### src/sv/idc_pkg.sv
`timescale 1ns / 1ps
`default_nettype none
package idc_pkg;

  localparam int unsigned SAMPLE_WIDTH_DEF = 32;
  localparam int unsigned QUEUE_DEPTH_DEF  = 2;
  localparam int unsigned IO_W             = 32;
  localparam int unsigned CFG_IDX_W        = 3;
  localparam int unsigned CFG_DATA_W       = 32;

  localparam logic [CFG_IDX_W-1:0] REG_FILTER_MODE = 3'd0;
  localparam logic [CFG_IDX_W-1:0] REG_HP_ALPHA    = 3'd1;
  localparam logic [CFG_IDX_W-1:0] REG_LP_ALPHA    = 3'd2;
  localparam logic [CFG_IDX_W-1:0] REG_GAIN_FACTOR = 3'd3;
  localparam logic [CFG_IDX_W-1:0] REG_CLIP_LEVEL  = 3'd4;
  localparam logic [CFG_IDX_W-1:0] REG_CONV_BITS   = 3'd5;
  localparam logic [CFG_IDX_W-1:0] REG_QUANT_SCALE = 3'd6;

  typedef struct packed {
    logic [1:0]         filter_mode;
    logic [15:0]        hp_alpha;
    logic [15:0]        lp_alpha;
    logic signed [23:0] gain_factor;
    logic [30:0]        clip_level;
    logic [5:0]         conv_bits;
    logic [31:0]        quant_scale;
  } idc_cfg_t;

  localparam idc_cfg_t CFG_RESET = '{
    filter_mode: 2'd0,
    hp_alpha:    16'd0,
    lp_alpha:    16'd0,
    gain_factor: 24'sd65536,
    clip_level:  31'd0,
    conv_bits:   6'd0,
    quant_scale: 32'd0
  };

  typedef struct packed {
    logic hp_en;
    logic lp_en;
    logic clip_en;
    logic q_en;
    logic first;
  } idc_ctl_t;

  typedef enum logic [3:0] {
    ST_IDLE,
    ST_HP_MUL,
    ST_HP_RND,
    ST_LP_MUL,
    ST_LP_RND,
    ST_LP_ADD,
    ST_GAIN_MUL,
    ST_GAIN_RND,
    ST_CLIP,
    ST_Q_MUL,
    ST_Q_RND
  } idc_state_t;

endpackage
`default_nettype wire

### src/sv/idc_queue.sv
`timescale 1ns / 1ps
`default_nettype none
module idc_queue #(
  parameter int unsigned SAMPLE_WIDTH = idc_pkg::SAMPLE_WIDTH_DEF,
  parameter int unsigned DEPTH        = idc_pkg::QUEUE_DEPTH_DEF
) (
  input  wire logic                           clk,
  input  wire logic                           rst_n,
  input  wire logic                           push_valid,
  output logic                                push_ready,
  input  wire idc_pkg::idc_ctl_t              push_ctl,
  input  wire logic signed [SAMPLE_WIDTH-1:0] push_sample,
  output logic                                pop_valid,
  input  wire logic                           pop_ready,
  output idc_pkg::idc_ctl_t                   pop_ctl,
  output logic signed [SAMPLE_WIDTH-1:0]      pop_sample
);

  localparam int unsigned PTR_W = $clog2(DEPTH);
  localparam int unsigned CNT_W = $clog2(DEPTH + 1);
  localparam logic [PTR_W-1:0] PTR_LAST = PTR_W'(DEPTH - 1);
  localparam logic [CNT_W-1:0] CNT_FULL = CNT_W'(DEPTH);

  idc_pkg::idc_ctl_t              ctl_mem_r [DEPTH];
  logic signed [SAMPLE_WIDTH-1:0] smp_mem_r [DEPTH];
  logic [PTR_W-1:0] wr_ptr_r, wr_ptr_nxt;
  logic [PTR_W-1:0] rd_ptr_r, rd_ptr_nxt;
  logic [CNT_W-1:0] count_r, count_nxt;
  logic             push, pop;

  assign push_ready = count_r != CNT_FULL;
  assign pop_valid  = count_r != '0;
  assign push       = push_valid && push_ready;
  assign pop        = pop_valid && pop_ready;
  assign pop_ctl    = ctl_mem_r[rd_ptr_r];
  assign pop_sample = smp_mem_r[rd_ptr_r];

  always_comb begin
    wr_ptr_nxt = wr_ptr_r;
    rd_ptr_nxt = rd_ptr_r;
    count_nxt  = count_r;
    if (push) begin
      wr_ptr_nxt = (wr_ptr_r == PTR_LAST) ? '0 : wr_ptr_r + PTR_W'(1);
    end
    if (pop) begin
      rd_ptr_nxt = (rd_ptr_r == PTR_LAST) ? '0 : rd_ptr_r + PTR_W'(1);
    end
    if (push && !pop) begin
      count_nxt = count_r + CNT_W'(1);
    end else if (pop && !push) begin
      count_nxt = count_r - CNT_W'(1);
    end
  end

  always_ff @(posedge clk) begin
    if (!rst_n) begin
      wr_ptr_r <= '0;
      rd_ptr_r <= '0;
      count_r  <= '0;
    end else begin
      wr_ptr_r <= wr_ptr_nxt;
      rd_ptr_r <= rd_ptr_nxt;
      count_r  <= count_nxt;
    end
  end

  always_ff @(posedge clk) begin
    if (push) begin
      ctl_mem_r[wr_ptr_r] <= push_ctl;
      smp_mem_r[wr_ptr_r] <= push_sample;
    end
  end

endmodule
`default_nettype wire

### config.mk
export PLATFORM = sky130hd
export DESIGN_NAME = idc_queue
export DESIGN_NICKNAME = d
export VERILOG_FILES = /design/src/sv/idc_pkg.sv /design/src/sv/idc_queue.sv
export SDC_FILE = /design/constraint.sdc
export NUM_CORES = 1
export LEC_CHECK = 0
export ABC_CLOCK_PERIOD_IN_PS = 4100
export BUFFER_PORTS_ARGS = -buffer_cell sky130_fd_sc_hd__buf_4
export CAP_MARGIN = 20
export CORE_ASPECT_RATIO = 0.7
export CORE_MARGIN = 10
export CORE_UTILIZATION = 25
export CTS_CLUSTER_DIAMETER = 50
export DETAILED_ROUTE_END_ITERATION = 10
export PLACE_DENSITY_LB_ADDON = 0.12
export SETUP_SLACK_MARGIN = 0.2
export SYNTH_ARGS = -nofsm -noshare
export SYNTH_HDL_FRONTEND = slang
export SYNTH_SLANG_ARGS = --single-unit
### constraint.sdc
create_clock -name clk -period 4.1 [get_ports clk]
set_input_delay 0.615 -clock clk [delete_from_list [all_inputs] [get_ports clk]]
set_output_delay 0.615 -clock clk [all_outputs]
set_load 0.01 [all_outputs]
==> results of run 1 <==
-- cell families (layout without fill, tap and decap cells) --
family          Yosys count  after routing  synth area share
flops                    79             79             0.798
mux                      37             37             0.143
simple gates              9              9            0.0224
compound gates            5              5            0.0120
buf+inv                   5             97            0.0107
xor+xnor                  3              3           0.00903
fa+ha+maj                 1              1           0.00430
-- power breakdown --
part / internal, mW / total (mW) / switching, mW
registers: 1.01 / 1.10 / 0.0845
logic: 0.337 / 0.592 / 0.255
clock network: 0.527 / 0.824 / 0.297
total: 1.88 / 2.51 / 0.636
-- routing by layer --
metal  up-vias  track usage  part of all wire
li1        714            -                 -
met5         -            0                 0
met1       749       0.0948              0.47
met3        10       0.0456             0.087
met4         0       0.0272             0.013
met2        57        0.107              0.43
-- through the flow --
stage / utilization / power [mW] / area (sq um) / hold WS, ns
2_1_floorplan: - / 1.42 / 2910 / 0.512
4_1_cts: 0.356 / 2.57 / 3990 / 0.450
6_report: 0.356 / 2.51 / 3990 / 0.468
5_1_grt: 0.356 / 2.65 / 3990 / 0.448
3_3_place_gp: 0.328 / 1.73 / 3680 / 0.542
3_5_place_dp: 0.328 / 1.73 / 3680 / 0.548
-- flip-flops by register name, summed over array words and instances, names as in the netlist, named ones only --
register   count
smp_mem_r     64
ctl_mem_r     10
wr_ptr_r       1
rd_ptr_r       1
count_r        2
-- synth_stat cells --
library cell and number:
sky130_fd_sc_hd__mux2_2 37, sky130_fd_sc_hd__ha_1 1, sky130_fd_sc_hd__a21bo_2 1, sky130_fd_sc_hd__and2_1 4
sky130_fd_sc_hd__xnor2_1 2, sky130_fd_sc_hd__nand3b_1 1, sky130_fd_sc_hd__edfxtp_1 74, sky130_fd_sc_hd__or3_1 1
sky130_fd_sc_hd__inv_1 1, sky130_fd_sc_hd__buf_2 1, sky130_fd_sc_hd__buf_4 3, sky130_fd_sc_hd__a21boi_0 1
sky130_fd_sc_hd__dfxtp_1 5, sky130_fd_sc_hd__and3_1 1, sky130_fd_sc_hd__o21ai_0 1, sky130_fd_sc_hd__a21boi_1 1
sky130_fd_sc_hd__o21ai_1 1, sky130_fd_sc_hd__xor2_1 1, sky130_fd_sc_hd__or2_2 1, sky130_fd_sc_hd__nand2b_4 1
-- path summary, 6_finish.rpt --
| path | from | to | slack (ns) | cells past startpoint |
|---|---|---|---|---|
| setup / recovery | register | pop_sample[14] | 1.57 | 2 |
| hold / removal | push_sample[23] | smp_mem_r[1][23]$_DFFE_PP_ | 0.47 | 1 |
| hold reg to reg | count_r[1]$_SDFFE_PN0P_ | count_r[1]$_SDFFE_PN0P_ | 0.55 | 2 |
| setup reg to reg | count_r[0]$_SDFFE_PN0P_ | smp_mem_r[0][18]$_DFFE_PP_ | 2.13 | 4 |
-- worst reg2reg max path, cell delays in order, from the launching register on --
cell and delay [ns]:
sky130_fd_sc_hd__dfxtp_1 0.35, sky130_fd_sc_hd__nand2b_4 0.17, sky130_fd_sc_hd__nand3b_1 0.12, sky130_fd_sc_hd__clkinv_1 0.56, sky130_fd_sc_hd__buf_4 0.48
-- cells in the final DEF, fill, tap and decap left out, types with 2 or more instances in the layout --
cell,count
sky130_fd_sc_hd__and2_1,4
sky130_fd_sc_hd__buf_4,80
sky130_fd_sc_hd__bufinv_16,2
sky130_fd_sc_hd__clkbuf_16,9
sky130_fd_sc_hd__clkinv_1,3
sky130_fd_sc_hd__clkinvlp_4,2
sky130_fd_sc_hd__dfxtp_1,4
sky130_fd_sc_hd__edfxtp_1,74
sky130_fd_sc_hd__mux2_2,37
sky130_fd_sc_hd__xnor2_1,2
-- final cells by class --
type                    count  area (sq um)  share of cell area
multi-input cells          55           557               0.140
repair buffers             80           601               0.151
well taps                 153           191              0.0480
clock inverters             7          87.6              0.0220
inverters                   1          3.75            0.000941
clock buffers               9           225              0.0565
flip-flops and latches     79          2320               0.582
==> results.rst, run 1 <==
.. list-table::
   :header-rows: 1

   * - Metric
     - Value
   * - Run status
     - finished, final reports clean
   * - Post-CTS Setup Repair Bufs
     - 0
   * - Period Utilization, post-route
     - 0.617
   * - Core region area
     - between 10000 and 15000 sq um
   * - Final total negative setup slack
     - 0 ns
   * - Top cells by area, synth
     - sky130_fd_sc_hd__edfxtp_1, sky130_fd_sc_hd__mux2_2, sky130_fd_sc_hd__dfxtp_1, sky130_fd_sc_hd__and2_1, sky130_fd_sc_hd__buf_4
   * - Worst Path Class, Setup
     - reg -> out
   * - TritonCTS Buffers
     - 9
   * - CTS sink cnt
     - 79
   * - Sequential fraction of the synthesis area
     - 0.798
   * - Cells after Synth
     - 139
   * - Worst setup slack before clock tree synthesis
     - 1.83 ns
   * - Library cell occupying the most area in the post-synthesis netlist
     - sky130_fd_sc_hd__edfxtp_1
   * - Number of non-filler instances in the completed layout
     - 384
   * - Buffers from clock root to sink, at most
     - 2
   * - Via count of the first global-routing pass
     - 1693
   * - Number of gates given a new drive strength after cts
     - 0
   * - Count of fill cells added during filler insertion
     - 1102
   * - Final hold violation count
     - 0
   * - Die Ht
     - 110 um
   * - CP Launch Type
     - register
   * - Number of synthesis warnings
     - 0
   * - Count of boundary I/O pins
     - 80
   * - Largest fanout of any net on the critical path
     - 37
   * - Placed Cells incl. Taps
     - 368
   * - Netlist Area Pre-Place
     - 2910 sq um
   * - Max Clock Skew
     - about 0.0029 ns
   * - Number of diodes added for antenna fixing
     - 0
   * - Share of cells above drive strength 1
     - 0.589
   * - Initial drt markers
     - 60
   * - Total nets after synthesis
     - 181
   * - Count of different cell masters after synthesis
     - 20
   * - Synth Area per Inst
     - 20.9 sq um
   * - Initial core utilization
     - 0.259
   * - Sort of element at the end of the critical path
     - primary output
   * - IO Port Bufs
     - 79
   * - Global Route Usage Sum
     - 0.0762
   * - Core Rows
     - 32
   * - Total DRC errors in the routed layout
     - 0
   * - Final number of max-transition violations
     - 0
   * - Average via count per standard cell
     - between 3 and 4
   * - Clock Pin Slew Worst Setup and Hold Paths
     - about 0.060 ns
   * - Final global-route overflow total
     - 0
   * - H-tree depth reported by CTS
     - 3
   * - Number of buffers and inverters on the critical path
     - 1
   * - CP max stage delay
     - 0.98 ns
   * - Routed wire length
     - 6190 um
   * - HPWL after DPL
     - about 4100 um
   * - Max rail drop VDD
     - 0.325 mV
   * - Portion of synthesized cell area occupied by the leading cell type
     - 0.764
   * - PD cells
     - 630 nW/um^2
   * - Cell type group with the largest total delay on the critical path
     - flip-flops
   * - Remaining antenna violation count after routing
     - 0
   * - Headroom to the max-slew limit
     - 0.343
   * - Final min period
     - approximately 2.5 ns
   * - Worst EP required
     - approximately 3.5 ns
   * - Wire length of the first global-routing pass
     - 9350 um
   * - Hold buffer count at CTS
     - 0
   * - Critical Path AT
     - 1.91 ns
   * - Drt wl/cell
     - 16.1 um
   * - Initial antenna violation count
     - 0
   * - Synthesis-to-finish area growth
     - 37.1%
   * - Unrepaired setup endpoints after global routing
     - no
   * - TritonCTS clock tree
     - built
   * - Final #Nets
     - 268
   * - Area of the die
     - 16400 sq um
   * - Final count of negative-setup-slack endpoints
     - 0
   * - Total via count after detailed routing
     - 1530
   * - Reported leakage power
     - between 1 and 1.5 nW
   * - Path class of the lowest-slack min-delay path
     - in -> reg
   * - Global placer's final weighted congestion
     - 0.643
   * - Library cell used as clock root buffer
     - sky130_fd_sc_hd__clkbuf_16
   * - Router iterations before antenna repair
     - 3
   * - Worst Tran Pin Value
     - 0.986 ns
   * - Horiz. Die Dim
     - about 150 um
   * - Number of max-cap violations
     - 0
   * - Pin count of the biggest net entering global routing
     - 38
   * - Cell with the biggest individual delay on the critical path
     - sky130_fd_sc_hd__dfxtp_2
   * - Least setup slack across all paths after layout
     - 1.57 ns
   * - Insertion delay of the later-clocked pin in the worst-skew pair
     - 0.33 ns
   * - Count of state elements after synthesis
     - 79
   * - Cells along the critical path
     - mux2_2 -> buf_4
   * - Achievable Freq
     - 396 MHz
Power figures use the tool's default switching activity.
==> run 2, diff against run 1 <==
--- a/config.mk
+++ b/config.mk
@@ -5,7 +5,7 @@
 export SDC_FILE = /design/constraint.sdc
 export NUM_CORES = 1
 export LEC_CHECK = 0
-export ABC_CLOCK_PERIOD_IN_PS = 4100
+export ABC_CLOCK_PERIOD_IN_PS = 2300
 export BUFFER_PORTS_ARGS = -buffer_cell sky130_fd_sc_hd__buf_4
 export CAP_MARGIN = 20
 export CORE_ASPECT_RATIO = 0.7
==> constraint.sdc (replaced) <==
create_clock -name clk -period 2.3 [get_ports clk]
set_input_delay 0.345 -clock clk [delete_from_list [all_inputs] [get_ports clk]]
set_output_delay 0.345 -clock clk [all_outputs]
set_load 0.01 [all_outputs]
==> run 2 against run 1 <==
- largest power group unchanged
- clock-buffer cell count up 2
- final cell count up 0.52%
- setup slack worse by 1.2 ns
- sequential power up 71%
- critical path depth up 1
- via count down 0.20%
- core utilization up 0.29 points
==> results.rst, run 2 (synthesis gave the netlist of run 1 again) <==
.. list-table::
   :header-rows: 1

   * - Metric
     - Value
   * - Run status
     - finished, final reports clean (unchanged)
   * - Horiz. Die Dim
     - 149 um (unchanged)
   * - HPWL after DPL
     - 4350 um (was 4140 um)
   * - Initial antenna violation count
     - 0 (unchanged)
   * - Worst Tran Pin Value
     - 0.541 ns (was 0.986 ns)
   * - Insertion delay of the later-clocked pin in the worst-skew pair
     - 0.33 ns (about the same)
   * - Hold buffer count at CTS
     - 0 (unchanged)
   * - Worst EP required
     - 1.96 ns (was 3.48 ns)
   * - Initial drt markers
     - 53 (was 60)
   * - Pwr Total
     - 4.50 mW (was 2.51 mW)
   * - Total via count after detailed routing
     - 1527 (was 1530)
   * - Total DRC errors in the routed layout
     - 0 (unchanged)
   * - TritonCTS clock tree
     - built (unchanged)
   * - Reported leakage power
     - 1.48 nW (was 1.46 nW)
   * - Count of boundary I/O pins
     - 80 (unchanged)
   * - Number of diodes added for antenna fixing
     - 0 (unchanged)
   * - Final min period
     - 1.90 ns
   * - Worst setup slack before clock tree synthesis
     - 0.700 ns (was 1.83 ns)
   * - Routed wire length
     - 6540 um (was 6190 um)
   * - Most frequent standard cell in the layout excluding fill and tap cells
     - sky130_fd_sc_hd__buf_4 (unchanged)
   * - Buffers from clock root to sink, at most
     - 2 (unchanged)
   * - CP max stage delay
     - 0.44 ns (was 0.98 ns)
   * - Pin count of the biggest net entering global routing
     - 38 (unchanged)
   * - Final hold violation count
     - 0 (unchanged)
   * - Worst Path Class, Setup
     - reg -> out (unchanged)
   * - Core region area
     - 11200 sq um (unchanged)
   * - Largest register FFs
     - 64 (unchanged)
   * - Router iterations before antenna repair
     - 3 (unchanged)
   * - Largest fanout of any net on the critical path
     - 31 (was 37)
   * - Area of the die
     - 16400 sq um (unchanged)
   * - Global Route Usage Sum
     - 0.0805 (was 0.0762)
   * - Final number of max-transition violations
     - 0 (unchanged)
   * - IO Port Bufs
     - 79 (unchanged)
   * - Post-CTS Setup Repair Bufs
     - 0 (unchanged)
   * - Global placer's final weighted congestion
     - 0.689 (was 0.643)
   * - Path class of the lowest-slack min-delay path
     - in -> reg (unchanged)
   * - Number of non-filler instances in the completed layout
     - 386 (was 384)
   * - Least setup slack across all paths after layout
     - 0.395 ns (was 1.57 ns)
   * - Final count of negative-setup-slack endpoints
     - 0 (unchanged)
   * - Headroom to the max-slew limit
     - 0.639 (was 0.343)
   * - Initial core utilization
     - 0.259 (unchanged)
   * - Sort of element at the end of the critical path
     - primary output (unchanged)
   * - Cell with the biggest individual delay on the critical path
     - sky130_fd_sc_hd__dfxtp_2 (unchanged)
   * - Final total negative setup slack
     - 0 ns (unchanged)
   * - Achievable Freq
     - 525 MHz
   * - Clock Pin Slew Worst Setup and Hold Paths
     - 0.06 ns (about the same)
   * - Critical Path AT
     - 1.56 ns (was 1.91 ns)
   * - Register with the highest flop count
     - smp_mem_r (unchanged)
   * - Remaining antenna violation count after routing
     - 0 (unchanged)
   * - Number of gates given a new drive strength after cts
     - 0 (unchanged)
   * - PD cells
     - 1120 nW/um^2 (was 630 nW/um^2)
   * - CP Launch Type
     - register (unchanged)
   * - Worst hold slack
     - 0.202 ns (was 0.468 ns)
   * - Share of cells above drive strength 1
     - 0.584 (was 0.589)
   * - TritonCTS Buffers
     - 9 (unchanged)
   * - Core Rows
     - 32 (unchanged)
   * - Average via count per standard cell
     - 3.96 (was 3.98)
   * - Number of max-cap violations
     - 0 (unchanged)
   * - Die Ht
     - 110 um (unchanged)
   * - Cells along the critical path
     - buf_12 -> mux2_2 -> buf_4 (was mux2_2 -> buf_4)
   * - Drt wl/cell
     - 16.9 um (was 16.1 um)
   * - Max Clock Skew
     - 0.00521 ns (was 0.00287 ns)
   * - Max rail drop VDD
     - 0.408 mV (was 0.325 mV)
   * - Synthesis-to-finish area growth
     - 38.2% (was 37.1%)
   * - Most used cells in the layout excluding fill and tap cells
     - sky130_fd_sc_hd__buf_4, sky130_fd_sc_hd__edfxtp_1, sky130_fd_sc_hd__mux2_2 (unchanged)
   * - Final global-route overflow total
     - 0 (unchanged)
   * - CTS sink cnt
     - 79 (unchanged)
   * - Wire length of the first global-routing pass
     - 9840 um (was 9350 um)
   * - Library cell used as clock root buffer
     - sky130_fd_sc_hd__clkbuf_16 (unchanged)
   * - Period Utilization, post-route
     - 0.828
   * - Placed Cells incl. Taps
     - 370 (was 368)
   * - Unrepaired setup endpoints after global routing
     - no (unchanged)
   * - Final #Nets
     - 270 (was 268)
   * - H-tree depth reported by CTS
     - 3 (unchanged)
   * - Via count of the first global-routing pass
     - 1731 (was 1693)
   * - Registers with the highest flip-flop counts
     - smp_mem_r x64, ctl_mem_r x10, count_r x2 (unchanged)
## run 2: cell type report
class	count	area [sq um]
inverter	1	3.75
tap	153	191
multi-input combinational	55	557
timing repair buffer	82	641
clock buffer	11	233
sequential	79	2320
clock inverter	5	72.6
fill	1098	7190
## run 2: worst paths after layout
kind,start,slack (ns),endpoint,cells after the start
worst max register to register,count_r[0]$_SDFFE_PN0P_,0.71,ctl_mem_r[0][0]$_DFFE_PP_,4
worst min register to register,count_r[1]$_SDFFE_PN0P_,0.57,count_r[1]$_SDFFE_PN0P_,2
worst max-delay path,register,0.40,pop_sample[30],3
worst min-delay path,push_sample[27],0.20,smp_mem_r[0][27]$_DFFE_PP_,1
## run 2: metal layers
metal	vias to the layer above	wire, um	GRT usage
met2	57	2860	0.119
met3	9	455	0.0423
li1	719	-	-
met5	-	0	0
met4	0	73	0.0230
met1	742	3140	0.101
## run 2: metrics by stage
stage | util | cell area, sq um
2_1_floorplan | - | 2910
3_3_place_gp | 0.331 | 3720
3_5_place_dp | 0.331 | 3720
4_1_cts | 0.359 | 4020
5_1_grt | 0.359 | 4020
6_report | 0.359 | 4020
## run 2: power breakdown
group	leakage [nW]	internal, mW	switching, mW
clock network	0.149	0.941	0.502
registers	0.733	1.80	0.0785
logic	0.594	0.631	0.544
total	1.48	3.37	1.12
## run 2: worst max-delay path, delay by kind of cell, from the launching register on
kind	cells	cell delay (ns)
muxes	1	0.38
buffers and inverters	2	0.40
DFF	1	0.44
