## src/sv/idc_pkg.sv

```systemverilog
`timescale 1ns / 1ps
`default_nettype none
package idc_pkg;

  localparam int unsigned SAMPLE_WIDTH_DEF = 32;
  localparam int unsigned QUEUE_DEPTH_DEF  = 2;
  localparam int unsigned IO_W             = 32;
  localparam int unsigned CFG_IDX_W        = 3;
  localparam int unsigned CFG_DATA_W       = 32;

  localparam logic [CFG_IDX_W-1:0] REG_FILTER_MODE = 3'd0;
  localparam logic [CFG_IDX_W-1:0] REG_HP_ALPHA    = 3'd1;
  localparam logic [CFG_IDX_W-1:0] REG_LP_ALPHA    = 3'd2;
  localparam logic [CFG_IDX_W-1:0] REG_GAIN_FACTOR = 3'd3;
  localparam logic [CFG_IDX_W-1:0] REG_CLIP_LEVEL  = 3'd4;
  localparam logic [CFG_IDX_W-1:0] REG_CONV_BITS   = 3'd5;
  localparam logic [CFG_IDX_W-1:0] REG_QUANT_SCALE = 3'd6;

  typedef struct packed {
    logic [1:0]         filter_mode;
    logic [15:0]        hp_alpha;
    logic [15:0]        lp_alpha;
    logic signed [23:0] gain_factor;
    logic [30:0]        clip_level;
    logic [5:0]         conv_bits;
    logic [31:0]        quant_scale;
  } idc_cfg_t;

  localparam idc_cfg_t CFG_RESET = '{
    filter_mode: 2'd0,
    hp_alpha:    16'd0,
    lp_alpha:    16'd0,
    gain_factor: 24'sd65536,
    clip_level:  31'd0,
    conv_bits:   6'd0,
    quant_scale: 32'd0
  };

  typedef struct packed {
    logic hp_en;
    logic lp_en;
    logic clip_en;
    logic q_en;
    logic first;
  } idc_ctl_t;

  typedef enum logic [3:0] {
    ST_IDLE,
    ST_HP_MUL,
    ST_HP_RND,
    ST_LP_MUL,
    ST_LP_RND,
    ST_LP_ADD,
    ST_GAIN_MUL,
    ST_GAIN_RND,
    ST_CLIP,
    ST_Q_MUL,
    ST_Q_RND
  } idc_state_t;

endpackage
`default_nettype wire

```

## src/sv/idc_front.sv

```systemverilog
`timescale 1ns / 1ps
`default_nettype none
module idc_front #(
  parameter int unsigned SAMPLE_WIDTH = idc_pkg::SAMPLE_WIDTH_DEF
) (
  input  wire logic                           clk,
  input  wire logic                           rst_n,
  input  wire idc_pkg::idc_cfg_t              cfg,
  input  wire logic                           in_valid,
  output logic                                in_ready,
  input  wire logic signed [idc_pkg::IO_W-1:0] in_sample_in,
  input  wire logic                           in_first_of_trace,
  output logic                                push_valid,
  input  wire logic                           push_ready,
  output idc_pkg::idc_ctl_t                   push_ctl,
  output logic signed [SAMPLE_WIDTH-1:0]      push_sample
);

  localparam int unsigned W  = SAMPLE_WIDTH;
  localparam int unsigned SW = W + 32;
  localparam logic signed [W-1:0]  SMAX   = {1'b0, {(W-1){1'b1}}};
  localparam logic signed [W-1:0]  SMIN   = {1'b1, {(W-1){1'b0}}};
  localparam logic signed [SW-1:0] SMAX_X = SW'(SMAX);
  localparam logic signed [SW-1:0] SMIN_X = SW'(SMIN);

  logic                  valid_r, valid_nxt;
  logic signed [W-1:0]   sample_r, sample_nxt;
  idc_pkg::idc_ctl_t     ctl_r, ctl_nxt;
  logic signed [SW-1:0]  in_x;
  logic                  in_xfer;

  assign in_ready = !valid_r || push_ready;
  assign in_xfer  = in_valid && in_ready;
  assign in_x     = SW'(in_sample_in);

  always_comb begin
    if (in_x > SMAX_X) begin
      sample_nxt = SMAX;
    end else if (in_x < SMIN_X) begin
      sample_nxt = SMIN;
    end else begin
      sample_nxt = W'(in_x);
    end
    ctl_nxt.hp_en   = cfg.filter_mode[0];
    ctl_nxt.lp_en   = cfg.filter_mode[1];
    ctl_nxt.clip_en = cfg.clip_level != '0;
    ctl_nxt.q_en    = (cfg.conv_bits != '0) && (cfg.quant_scale != '0);
    ctl_nxt.first   = in_first_of_trace;
  end

  always_comb begin
    if (in_xfer) begin
      valid_nxt = 1'b1;
    end else if (push_ready) begin
      valid_nxt = 1'b0;
    end else begin
      valid_nxt = valid_r;
    end
  end

  always_ff @(posedge clk) begin
    if (!rst_n) begin
      valid_r <= 1'b0;
    end else begin
      valid_r <= valid_nxt;
    end
  end

  always_ff @(posedge clk) begin
    if (in_xfer) begin
      sample_r <= sample_nxt;
      ctl_r    <= ctl_nxt;
    end
  end

  assign push_valid  = valid_r;
  assign push_ctl    = ctl_r;
  assign push_sample = sample_r;

endmodule
`default_nettype wire

```

## config.mk

```make
export PLATFORM = sky130hd
export DESIGN_NAME = idc_front
export DESIGN_NICKNAME = d
export VERILOG_FILES = /design/src/sv/idc_pkg.sv /design/src/sv/idc_front.sv
export SDC_FILE = /design/constraint.sdc
export NUM_CORES = 1
export LEC_CHECK = 0
export ABC_AREA = 0
export BUFFER_PORTS_ARGS = -buffer_cell sky130_fd_sc_hd__buf_2
export CAP_MARGIN = 30
export CELL_PAD_IN_SITES_DETAIL_PLACEMENT = 1
export CELL_PAD_IN_SITES_GLOBAL_PLACEMENT = 1
export CORE_ASPECT_RATIO = 0.6
export CORE_MARGIN = 8
export CORE_UTILIZATION = 18
export CTS_CLUSTER_DIAMETER = 150
export DETAILED_ROUTE_END_ITERATION = 10
export PLACE_DENSITY_LB_ADDON = 0.1
export SLEW_MARGIN = 40
export SYNTH_ARGS = -nofsm -noshare
export SYNTH_HDL_FRONTEND = slang
export SYNTH_SLANG_ARGS = --single-unit
```

## constraint.sdc

```tcl
create_clock -name clk -period 1.8 [get_ports clk]
set_input_delay 0.36 -clock clk [delete_from_list [all_inputs] [get_ports clk]]
set_output_delay 0.36 -clock clk [all_outputs]
set_load 0.005 [all_outputs]
```

==> results of run 1 <==
cells in the final DEF, fill, tap and decap left out:
master	n
clkbuf_16	5
edfxtp_1	37
buf_2	146
dfxtp_1	1
and2_2	1
clkinv_1	3
and4_1	1
a21boi_0	1
or4_1	2
nand2b_1	1
nor4_1	14
buf_4	2
o32a_1	1
nand4_1	3
inv_1	1
nor4_2	1
synth_stat cells:
cell type	n	share of area
and2_1	1	0.0044
a21boi_0	1	0.0053
dfxtp_1	1	0.014
or4_1	2	0.011
and4_1	1	0.0061
edfxtp_1	37	0.78
o32a_1	1	0.0070
nand4_1	3	0.013
clkbuf_1	32	0.084
nor4_1	14	0.061
inv_1	1	0.0026
nor4_2	1	0.0088
nand2b_1	1	0.0044
cell type report:
type	instances	area share
flip-flops and latches	38	0.486
repair buffers	148	0.321
multi-input cells	25	0.0748
well taps	108	0.0581
clock buffers	5	0.0538
clock inverters	3	0.00484
inverters	1	0.00161
power groups by stage:
stage | combinational, µW | sequential (µW) | clock, µW
after floorplan | 45.8 | 1070 | 0
after global placement | 211 | 1060 | 0
after detailed placement | 214 | 1060 | 0
after CTS | 214 | 1040 | 854
after global routing | 233 | 1050 | 887
final | 208 | 1040 | 808
logic make-up (layout without fill, tap and decap cells):
family,Yosys count,after routing
simple gates,23,23
compound gates,2,2
buf+inv,33,157
flops,38,38
flip-flops by register name (all words and copies together), names as in the netlist:
signal and count:
push_ctl 5, push_sample 32, push_valid 1
critical path, stage by stage:
cell and delay [ns]:
buf_2 0.09, or4_1 0.53, nor4_2 0.18, nand4_1 0.13
path summary, 6_finish.rpt:
kind                endpoint  slack, ns
min reg2reg       push_valid       0.52
max              push_ctl[2]       0.52
min              push_ctl[0]       0.26
max reg2reg  push_sample[26]       0.67
per-layer routing:
layer,vias to the layer above,global-route usage
met2,50,0.152
li1,584,-
met4,0,0.0155
met5,-,0
met3,0,0.0513
met1,543,0.108
through the flow:
| stage | cell area [µm²] | total power, µW | cells | setup WS, ns |
|---|---|---|---|---|
| floorplan | 1430 | 1110 | 96 | 0.373 |
| global placement | 2190 | 1270 | 320 | 0.207 |
| detailed placement | 2190 | 1270 | 320 | 0.208 |
| CTS | 2330 | 2110 | 328 | 0.509 |
| global route | 2330 | 2170 | 328 | 0.485 |
| finish | 2330 | 2060 | 328 | 0.520 |
==> results.sh, run 1 <==
export IMPL_outcome="finished, final reports clean"
export IMPL_synth_fp_nets=260
export IMPL_tightest_slew_ns=0.316
export IMPL_count_of_nets_after_finishing=383
export IMPL_postSynthCellCount=96
export IMPL_inserted_clock_buffers=5
export IMPL_fill_cells=893
export IMPL_met2WireLength_mm=2.51
export IMPL_via_per_inst=3.59
export IMPL_drive_above_1_share=0.705
export IMPL_area_added_between_synthesis_and_finish_pct=62.9
export IMPL_rr_worst_depth=3
export IMPL_hold_path_cell_count=1
export IMPL_number_of_antenna_violations_at_the_first_check_in_global_routing=0
export IMPL_hold_viol_final=0
export IMPL_number_of_global_route_vias_before_repair=1360
export IMPL_gr_total_overflow=0
export IMPL_finish_utilization=0.299
export IMPL_clk_path_buf_depth=2
export IMPL_fmax_achieved_mhz=781
export IMPL_globalRouteTotalUtil=0.0939
export IMPL_ff_latch_area_um2=1130
export IMPL_setup_repair_after_global_routing_missed_its_margin="no"
export IMPL_post_synth_instance_area_um2=1430
export IMPL_period_share=0.711
export IMPL_library_cells_used_by_synthesis=13
export IMPL_leakagePower_uw=0.00104
export IMPL_sw_frac_of_total=0.198
export IMPL_synth_compound_gate_area_share=0.0123
export IMPL_switchingPower_uw=407
export IMPL_crit_arrival_ns=1.29
export IMPL_route_layer_met1_wl_mm=2.20
export IMPL_max_slew_margin=0.787
export IMPL_routabilityCongestion=0.741
export IMPL_clockPowerShare=0.393
export IMPL_cts_clk_slew_worst_paths_ns=0.05
export IMPL_placeableCoreArea_um2=7790
export IMPL_fin_crit_ns=1.28
export IMPL_highest_layer="met3"
export IMPL_clock_skew_final_ns=0.00360
export IMPL_hold_ws_ns=0.256
export IMPL_pwr_density_cell_nw_per_um2=884
export IMPL_top_level_ports=203
export IMPL_grt_start_max_net_pins=20
export IMPL_timing_critical_path_to_type="flop"
export IMPL_detail_route_first_pass_iterations=2
export IMPL_share_seq_of_total_power=0.506
export IMPL_cp_start_kind="primary input"
export IMPL_num_antenna_cells=0
export IMPL_yosysSeqAreaShare=0.792
export IMPL_synth_top_family_by_area="simple AND/OR/NAND/NOR gates"
export IMPL_holdBufCountCts=0
export IMPL_synth_simple_area_share=0.109
export IMPL_ant_nets=0
export IMPL_design_die_area_um2=11100
export IMPL_vias=1177
export IMPL_drv_max_cap_violation_count=0
export IMPL_yosysWarningCount=0
export IMPL_cts_tree="built"
export IMPL_htree_num_levels=2
export IMPL_cts_resized=0
export IMPL_worst_ir_drop_vdd_mv=0.333
export IMPL_report_final_slew_viol_count=0
export IMPL_die_h_um=85.0
export IMPL_initial_util=0.183
export IMPL_initialDrtViolationCount=54
export IMPL_ctsRootBufferMaster="clkbuf_16"
export IMPL_dr_wl_met3_um=546
export IMPL_die_w_um=131
export IMPL_post_cts_setup_buffers=0
export IMPL_min_from="in_first_of_trace"
export IMPL_detail_route_drc_violations=0
export IMPL_synth_xor_xnor_area_share=0
export IMPL_first_pass_grt_wire_length_mm=7.74
export IMPL_power_frac_comb=0.101
export IMPL_route_detailed_wl_per_inst_um=16.0
export IMPL_worstPathRequired_ns=1.81
export IMPL_postRouteWirelength_mm=5.25
export IMPL_worst_min_path_class="in -> reg"
export IMPL_yosys_register_bits=38
export IMPL_worst_r2r_startpoint="push_valid"
export IMPL_fin_tns_setup_ns=0
export IMPL_synth_mux_area_frac=0
export IMPL_crit_path_max_fanout=1
export IMPL_setup_viol_count_final=0
export IMPL_cts_sink_count=38
export IMPL_post_synthesis_share_of_cell_area_spent_on_full_adders_half_adders_and_majority_gates=0
export IMPL_power_report_internal_total_uw=1650
export IMPL_worstSetupPathType="in -> reg"
export IMPL_synthesis_area_per_instance_um2=14.9
export IMPL_worst_skew_pair_late_latency_ns=0.28
export IMPL_port_buffer_count=146
export IMPL_row_count=25
export IMPL_cp_startpoint="cfg[56]"
export IMPL_multi_input_comb_area_um2=174
No activity file was read; power rests on OpenSTA's default activity.
==> inputs of run 2 (changes only) <==
- clock period: 1.8 -> 1.1 ns (I/O delays scaled with it)
==> run 2 against run 1 <==
Compared with the run above:
- final cell count increased by 0.61%
- critical path type unchanged
- sequential power up 64%
- combinational power up 84%
- clock skew about the same
- non-clock buffer count up 2
- die area unchanged
==> results.sh, run 2 (synthesis gave the netlist of run 1 again) <==
export IMPL_detail_route_drc_violations=0
export IMPL_globalRouteTotalUtil=0.0946
export IMPL_ctsRootBufferMaster="clkbuf_16"
export IMPL_place_worst_setup_slack_ns=-0.290
export IMPL_drive_above_1_share=0.721
export IMPL_timing_critical_path_slowest_stage_cell="or4_1"
export IMPL_gr_total_overflow=0
export IMPL_cts_tree="built"
export IMPL_row_count=25
export IMPL_cts_sink_count=38
export IMPL_routabilityCongestion=0.716
export IMPL_inserted_clock_buffers=5
export IMPL_postRouteWirelength_mm=5.39
export IMPL_initial_util=0.183
export IMPL_worst_ir_drop_vdd_mv=0.631
export IMPL_max_ffs_per_register=32
export IMPL_htree_num_levels=2
export IMPL_worst_r2r_startpoint="push_valid"
export IMPL_post_cts_setup_buffers=0
export IMPL_drv_max_cap_violation_count=0
export IMPL_leakagePower_uw=0.00108
export IMPL_num_antenna_cells=0
export IMPL_final_common_cell="buf_2"
export IMPL_clock_skew_final_ns=0.00398
export IMPL_detail_route_first_pass_iterations=3
export IMPL_area_added_between_synthesis_and_finish_pct=69.4
export IMPL_max_slew_margin=0.768
export IMPL_pwr_density_cell_nw_per_um2=1420
export IMPL_timing_critical_path_to_type="flop"
export IMPL_min_from="in_sample_in[2]"
export IMPL_hold_viol_final=0
export IMPL_rr_worst_depth=3
export IMPL_initialDrtViolationCount=20
export IMPL_die_h_um=85.0
export IMPL_finalWorstSetupSlack_ns=0.0256
export IMPL_worstReg2RegEnd="push_sample[22]"
export IMPL_outcome="finished, final reports clean"
export IMPL_via_per_inst=3.64
export IMPL_vias=1201
export IMPL_crit_path_max_fanout=1
export IMPL_highest_cell_delay_on_the_worst_timing_path_ns=0.50
export IMPL_hold_path_cell_count=1
export IMPL_period_share=0.977
export IMPL_crit_arrival_ns=1.10
export IMPL_report_final_slew_viol_count=0
export IMPL_setup_repair_after_global_routing_missed_its_margin="yes"
export IMPL_worstPathCellList="buf_6, or4_1, o32a_1"
export IMPL_placeableCoreArea_um2=7790
export IMPL_dpl_cell_count=321
export IMPL_tightest_slew_ns=0.345
export IMPL_ant_nets=0
export IMPL_whs_endpoint="push_sample[2]"
export IMPL_route_detailed_wl_per_inst_um=16.3
export IMPL_fin_tns_setup_ns=0
export IMPL_layout_cells_non_filler=330
export IMPL_clk_path_buf_depth=2
export IMPL_grt_start_max_net_pins=20
export IMPL_design_die_area_um2=11100
export IMPL_setup_viol_count_final=0
export IMPL_p_total_uw=3430
export IMPL_finish_utilization=0.311
export IMPL_count_of_nets_after_finishing=385
export IMPL_final_cell_mix="buf_2, edfxtp_1, nor4_1, clkbuf_16"
export IMPL_top_level_ports=203
export IMPL_cp_start_kind="primary input"
export IMPL_fmax_achieved_mhz=931
export IMPL_ff2ff_setup_slack_ns=0.04
export IMPL_worstSetupPathType="in -> reg"
export IMPL_port_buffer_count=146
export IMPL_number_of_global_route_vias_before_repair=1368
export IMPL_worstPathRequired_ns=1.12
export IMPL_worst_min_path_class="in -> reg"
export IMPL_worst_skew_pair_late_latency_ns=0.28
export IMPL_number_of_antenna_violations_at_the_first_check_in_global_routing=0
export IMPL_cts_clk_slew_worst_paths_ns=0.06
export IMPL_first_pass_grt_wire_length_mm=7.86
export IMPL_fin_crit_ns=1.07
export IMPL_die_w_um=131
==> run 2: cell types whose count changed in the layout (fill, tap and decap cells not counted), moves of 2 or more <==
cell / before / now
clkinv_1: 3 / 0
buf_2: 146 / 144
buf_6: 0 / 2
buf_12: 0 / 2
clkbuf_1: 0 / 3
==> run 2: area by class of cell <==
type,count,area [µm²]
timing repair buffer,150,816
multi-input combinational,25,195
tap,108,135
inverter,1,3.75
clock buffer,8,136
sequential,38,1130
fill,894,5370
==> run 2: stage by stage <==
| stage | hold WS, ns | cell area [µm²] |
|---|---|---|
| 6_report | 0.116 | 2420 |
| 5_1_grt | 0.103 | 2420 |
| 3_5_place_dp | 0.399 | 2220 |
| 4_1_cts | 0.106 | 2360 |
| 2_1_floorplan | 0.319 | 1430 |
| 3_3_place_gp | 0.396 | 2220 |
==> run 2: worst max-delay path: cells and delay by family <==
family,cells,cell delay [ns]
and+or+nand+nor,1,0.50
AOI/OAI and AO/OA,1,0.29
buffers and inverters,1,0.09
==> run 2: layer usage <==
| metal | GRT usage | part of all wire |
|---|---|---|
| met4 | 0.0187 | 0 |
| met2 | 0.158 | 0.49 |
| met3 | 0.0582 | 0.12 |
| met1 | 0.0994 | 0.39 |
| met5 | 0 | 0 |
==> run 2: report_power, final <==
group          internal [µW]  switching (µW)  leakage, µW
registers               1690            19.3     0.000363
logic                    231             151     0.000649
clock network            842             499    0.0000652
total                   2760             669      0.00108
==> run 2: repair_timing <==
action,4_1_cts,5_1_grt
hold buffers,0,0
gates resized for setup,0,5
endpoints found under the setup margin,0,39
==> run 2: worst max-delay path by stage <==
stage	from	to	slack, ns	depth (start not counted)
finish	cfg[33]	push_ctl[1]	0.03	3
CTS	cfg[33]	push_ctl[1]	0.005	3
global placement	cfg[33]	push_ctl[1]	-0.29	3
floorplan	cfg[33]	push_ctl[1]	-0.16	2
global route	cfg[56]	push_ctl[2]	-0.01	4
detailed placement	cfg[33]	push_ctl[1]	-0.29	3
==> inputs of run 3 (changes only) <==
- CTS_BUF_LIST: unset -> sky130_fd_sc_hd__clkbuf_16
- MAX_ROUTING_LAYER: unset -> met4
==> run 3 against run 2 <==
Compared with the run above:
- critical endpoint unchanged
- final cell count is the same
- combinational power about the same
- worst setup slack is essentially flat
==> results.sh, run 3 (synthesis gave the netlist of run 1 again) <==
export IMPL_outcome="finished, final reports clean"
export IMPL_count_of_nets_after_finishing=385
export IMPL_number_of_global_route_vias_before_repair=1385
export IMPL_route_detailed_wl_per_inst_um=16.3
export IMPL_whs_endpoint="push_sample[2]"
export IMPL_detail_route_drc_violations=0
export IMPL_worst_min_path_class="in -> reg"
export IMPL_gr_total_overflow=0
export IMPL_inserted_clock_buffers=5
export IMPL_ctsRootBufferMaster="clkbuf_16"
export IMPL_grt_peak_use_layer="met2"
export IMPL_num_antenna_cells=0
export IMPL_fin_crit_ns=1.07
export IMPL_min_from="in_sample_in[2]"
export IMPL_drive_above_1_share=0.721
export IMPL_via_per_inst=3.64
export IMPL_holdBufCountCts=0
export IMPL_cts_tree="built"
export IMPL_leakagePower_uw=0.00109
export IMPL_initial_util=0.183
export IMPL_worst_skew_pair_late_latency_ns=0.27
export IMPL_place_area_um2=2220
export IMPL_finish_utilization=0.311
export IMPL_drv_max_cap_violation_count=0
export IMPL_postRouteWirelength_mm=5.39
export IMPL_tightest_slew_ns=0.345
export IMPL_ff2ff_setup_slack_ns=0.04
export IMPL_fill_cells=894
export IMPL_globalRouteTotalUtil=0.0972
export IMPL_number_of_antenna_violations_at_the_first_check_in_global_routing=0
export IMPL_worstPathCellList="buf_6, or4_1, o32a_1"
export IMPL_ff_latch_area_um2=1130
export IMPL_placeableCoreArea_um2=7790
export IMPL_hold_path_cell_count=1
export IMPL_hold_viol_final=0
export IMPL_timing_critical_path_slowest_stage_cell="or4_1"
export IMPL_cts_clk_slew_worst_paths_ns=0.06
export IMPL_initialDrtViolationCount=25
export IMPL_setup_repair_after_global_routing_missed_its_margin="yes"
export IMPL_report_final_slew_viol_count=0
export IMPL_area_added_between_synthesis_and_finish_pct=69.4
export IMPL_max_slew_margin=0.768
export IMPL_clock_skew_final_ns=0.00397
export IMPL_detail_route_first_pass_iterations=3
export IMPL_worstSetupPathType="in -> reg"
export IMPL_port_buffer_count=146
export IMPL_rr_worst_depth=3
export IMPL_crit_arrival_ns=1.10
export IMPL_grt_start_max_net_pins=20
export IMPL_htree_num_levels=2
export IMPL_top_level_ports=203
export IMPL_period_share=0.977
export IMPL_final_common_cell="buf_2"
export IMPL_grt_use_met2=0.159
export IMPL_worst_r2r_startpoint="push_valid"
export IMPL_design_die_area_um2=11100
export IMPL_pwr_density_cell_nw_per_um2=1410
export IMPL_die_h_um=85.0
export IMPL_worstReg2RegEnd="push_sample[22]"
export IMPL_clk_path_buf_depth=2
export IMPL_highest_cell_delay_on_the_worst_timing_path_ns=0.50
export IMPL_use_met3=0.0488
export IMPL_crit_path_max_fanout=1
export IMPL_cp_start_kind="primary input"
export IMPL_first_pass_grt_wire_length_mm=7.80
export IMPL_vias=1200
export IMPL_hold_ws_ns=0.117
export IMPL_worstPathRequired_ns=1.12
export IMPL_count_of_buffering_cells_on_the_critical_path_with_inverters_included=1
export IMPL_max_ffs_per_register=32
export IMPL_multi_input_comb_area_um2=195
export IMPL_setup_viol_count_final=0
export IMPL_row_count=25
export IMPL_timing_critical_path_to_type="flop"
export IMPL_die_w_um=131
export IMPL_postLayoutCellArea_um2=2420
export IMPL_routabilityCongestion=0.725
export IMPL_cts_sink_count=38
export IMPL_post_cts_setup_buffers=0
export IMPL_grtUsageMet1=0.105
export IMPL_worst_ir_drop_vdd_mv=0.631
export IMPL_final_cell_mix="buf_2, edfxtp_1, nor4_1, clkbuf_16, inv_1"
export IMPL_critical_path_top_delay_family="simple AND/OR/NAND/NOR gates"
export IMPL_ant_nets=0
export IMPL_fmax_achieved_mhz=931
## run 3: changes by cell type in the layout (fill, tap and decap cells not counted), sizes merged
cell	before	now
clkbuf	9	6
inv	1	4
## run 3: layout make-up
type                       count  share of cell area
timing repair buffer         150               0.337
sequential                    38               0.468
clock inverter                 3             0.00466
clock buffer                   5              0.0517
multi-input combinational     25              0.0807
inverter                       1             0.00155
tap                          108              0.0559
## run 3: stage by stage
stage	setup TNS (ns)	power, µW	setup slack, ns	std cells
global placement	-0.566	2100	-0.287	321
floorplan	-1.87	1830	-0.158	96
finish	0	3400	0.0253	330
detailed placement	-0.567	2100	-0.290	321
CTS	0	3460	0.00577	329
global route	-0.0111	3560	-0.0111	330
## run 3: where the power goes
group | internal, µW | switching, µW | total, µW | leakage (µW)
Sequential | 1690 | 19.3 | 1710 | 0.000363
Clock | 813 | 499 | 1310 | 0.0000776
Combinational | 231 | 150 | 381 | 0.000649
Total | 2730 | 669 | 3400 | 0.00109
## run 3: routing by layer
metal | part of all wire | wire (µm)
met1 | 0.41 | 2230
met2 | 0.49 | 2650
met3 | 0.094 | 508
met4 | 0 | 0
met5 | 0 | 0
## run 3: how the worst max path moves through the flow
stage                       end  slack (ns)  depth (start not counted)    start
global placement    push_ctl[1]       -0.29                          3  cfg[33]
finish              push_ctl[1]        0.03                          3  cfg[33]
floorplan           push_ctl[1]       -0.16                          2  cfg[33]
CTS                 push_ctl[1]       0.006                          3  cfg[33]
detailed placement  push_ctl[1]       -0.29                          3  cfg[33]
global route        push_ctl[2]       -0.01                          4  cfg[56]
## run 3: what timing repair did
action / in CTS / in global routing
resized for setup: 0 / 5
endpoints found under the setup margin: 0 / 39
endpoints found under the hold margin: 0 / 0
## run 3: worst reg2reg max path: stages (launching register included)
cell      delay (ns)
dfxtp_2         0.33
nand2b_4        0.07
and2_4          0.20
buf_12          0.17
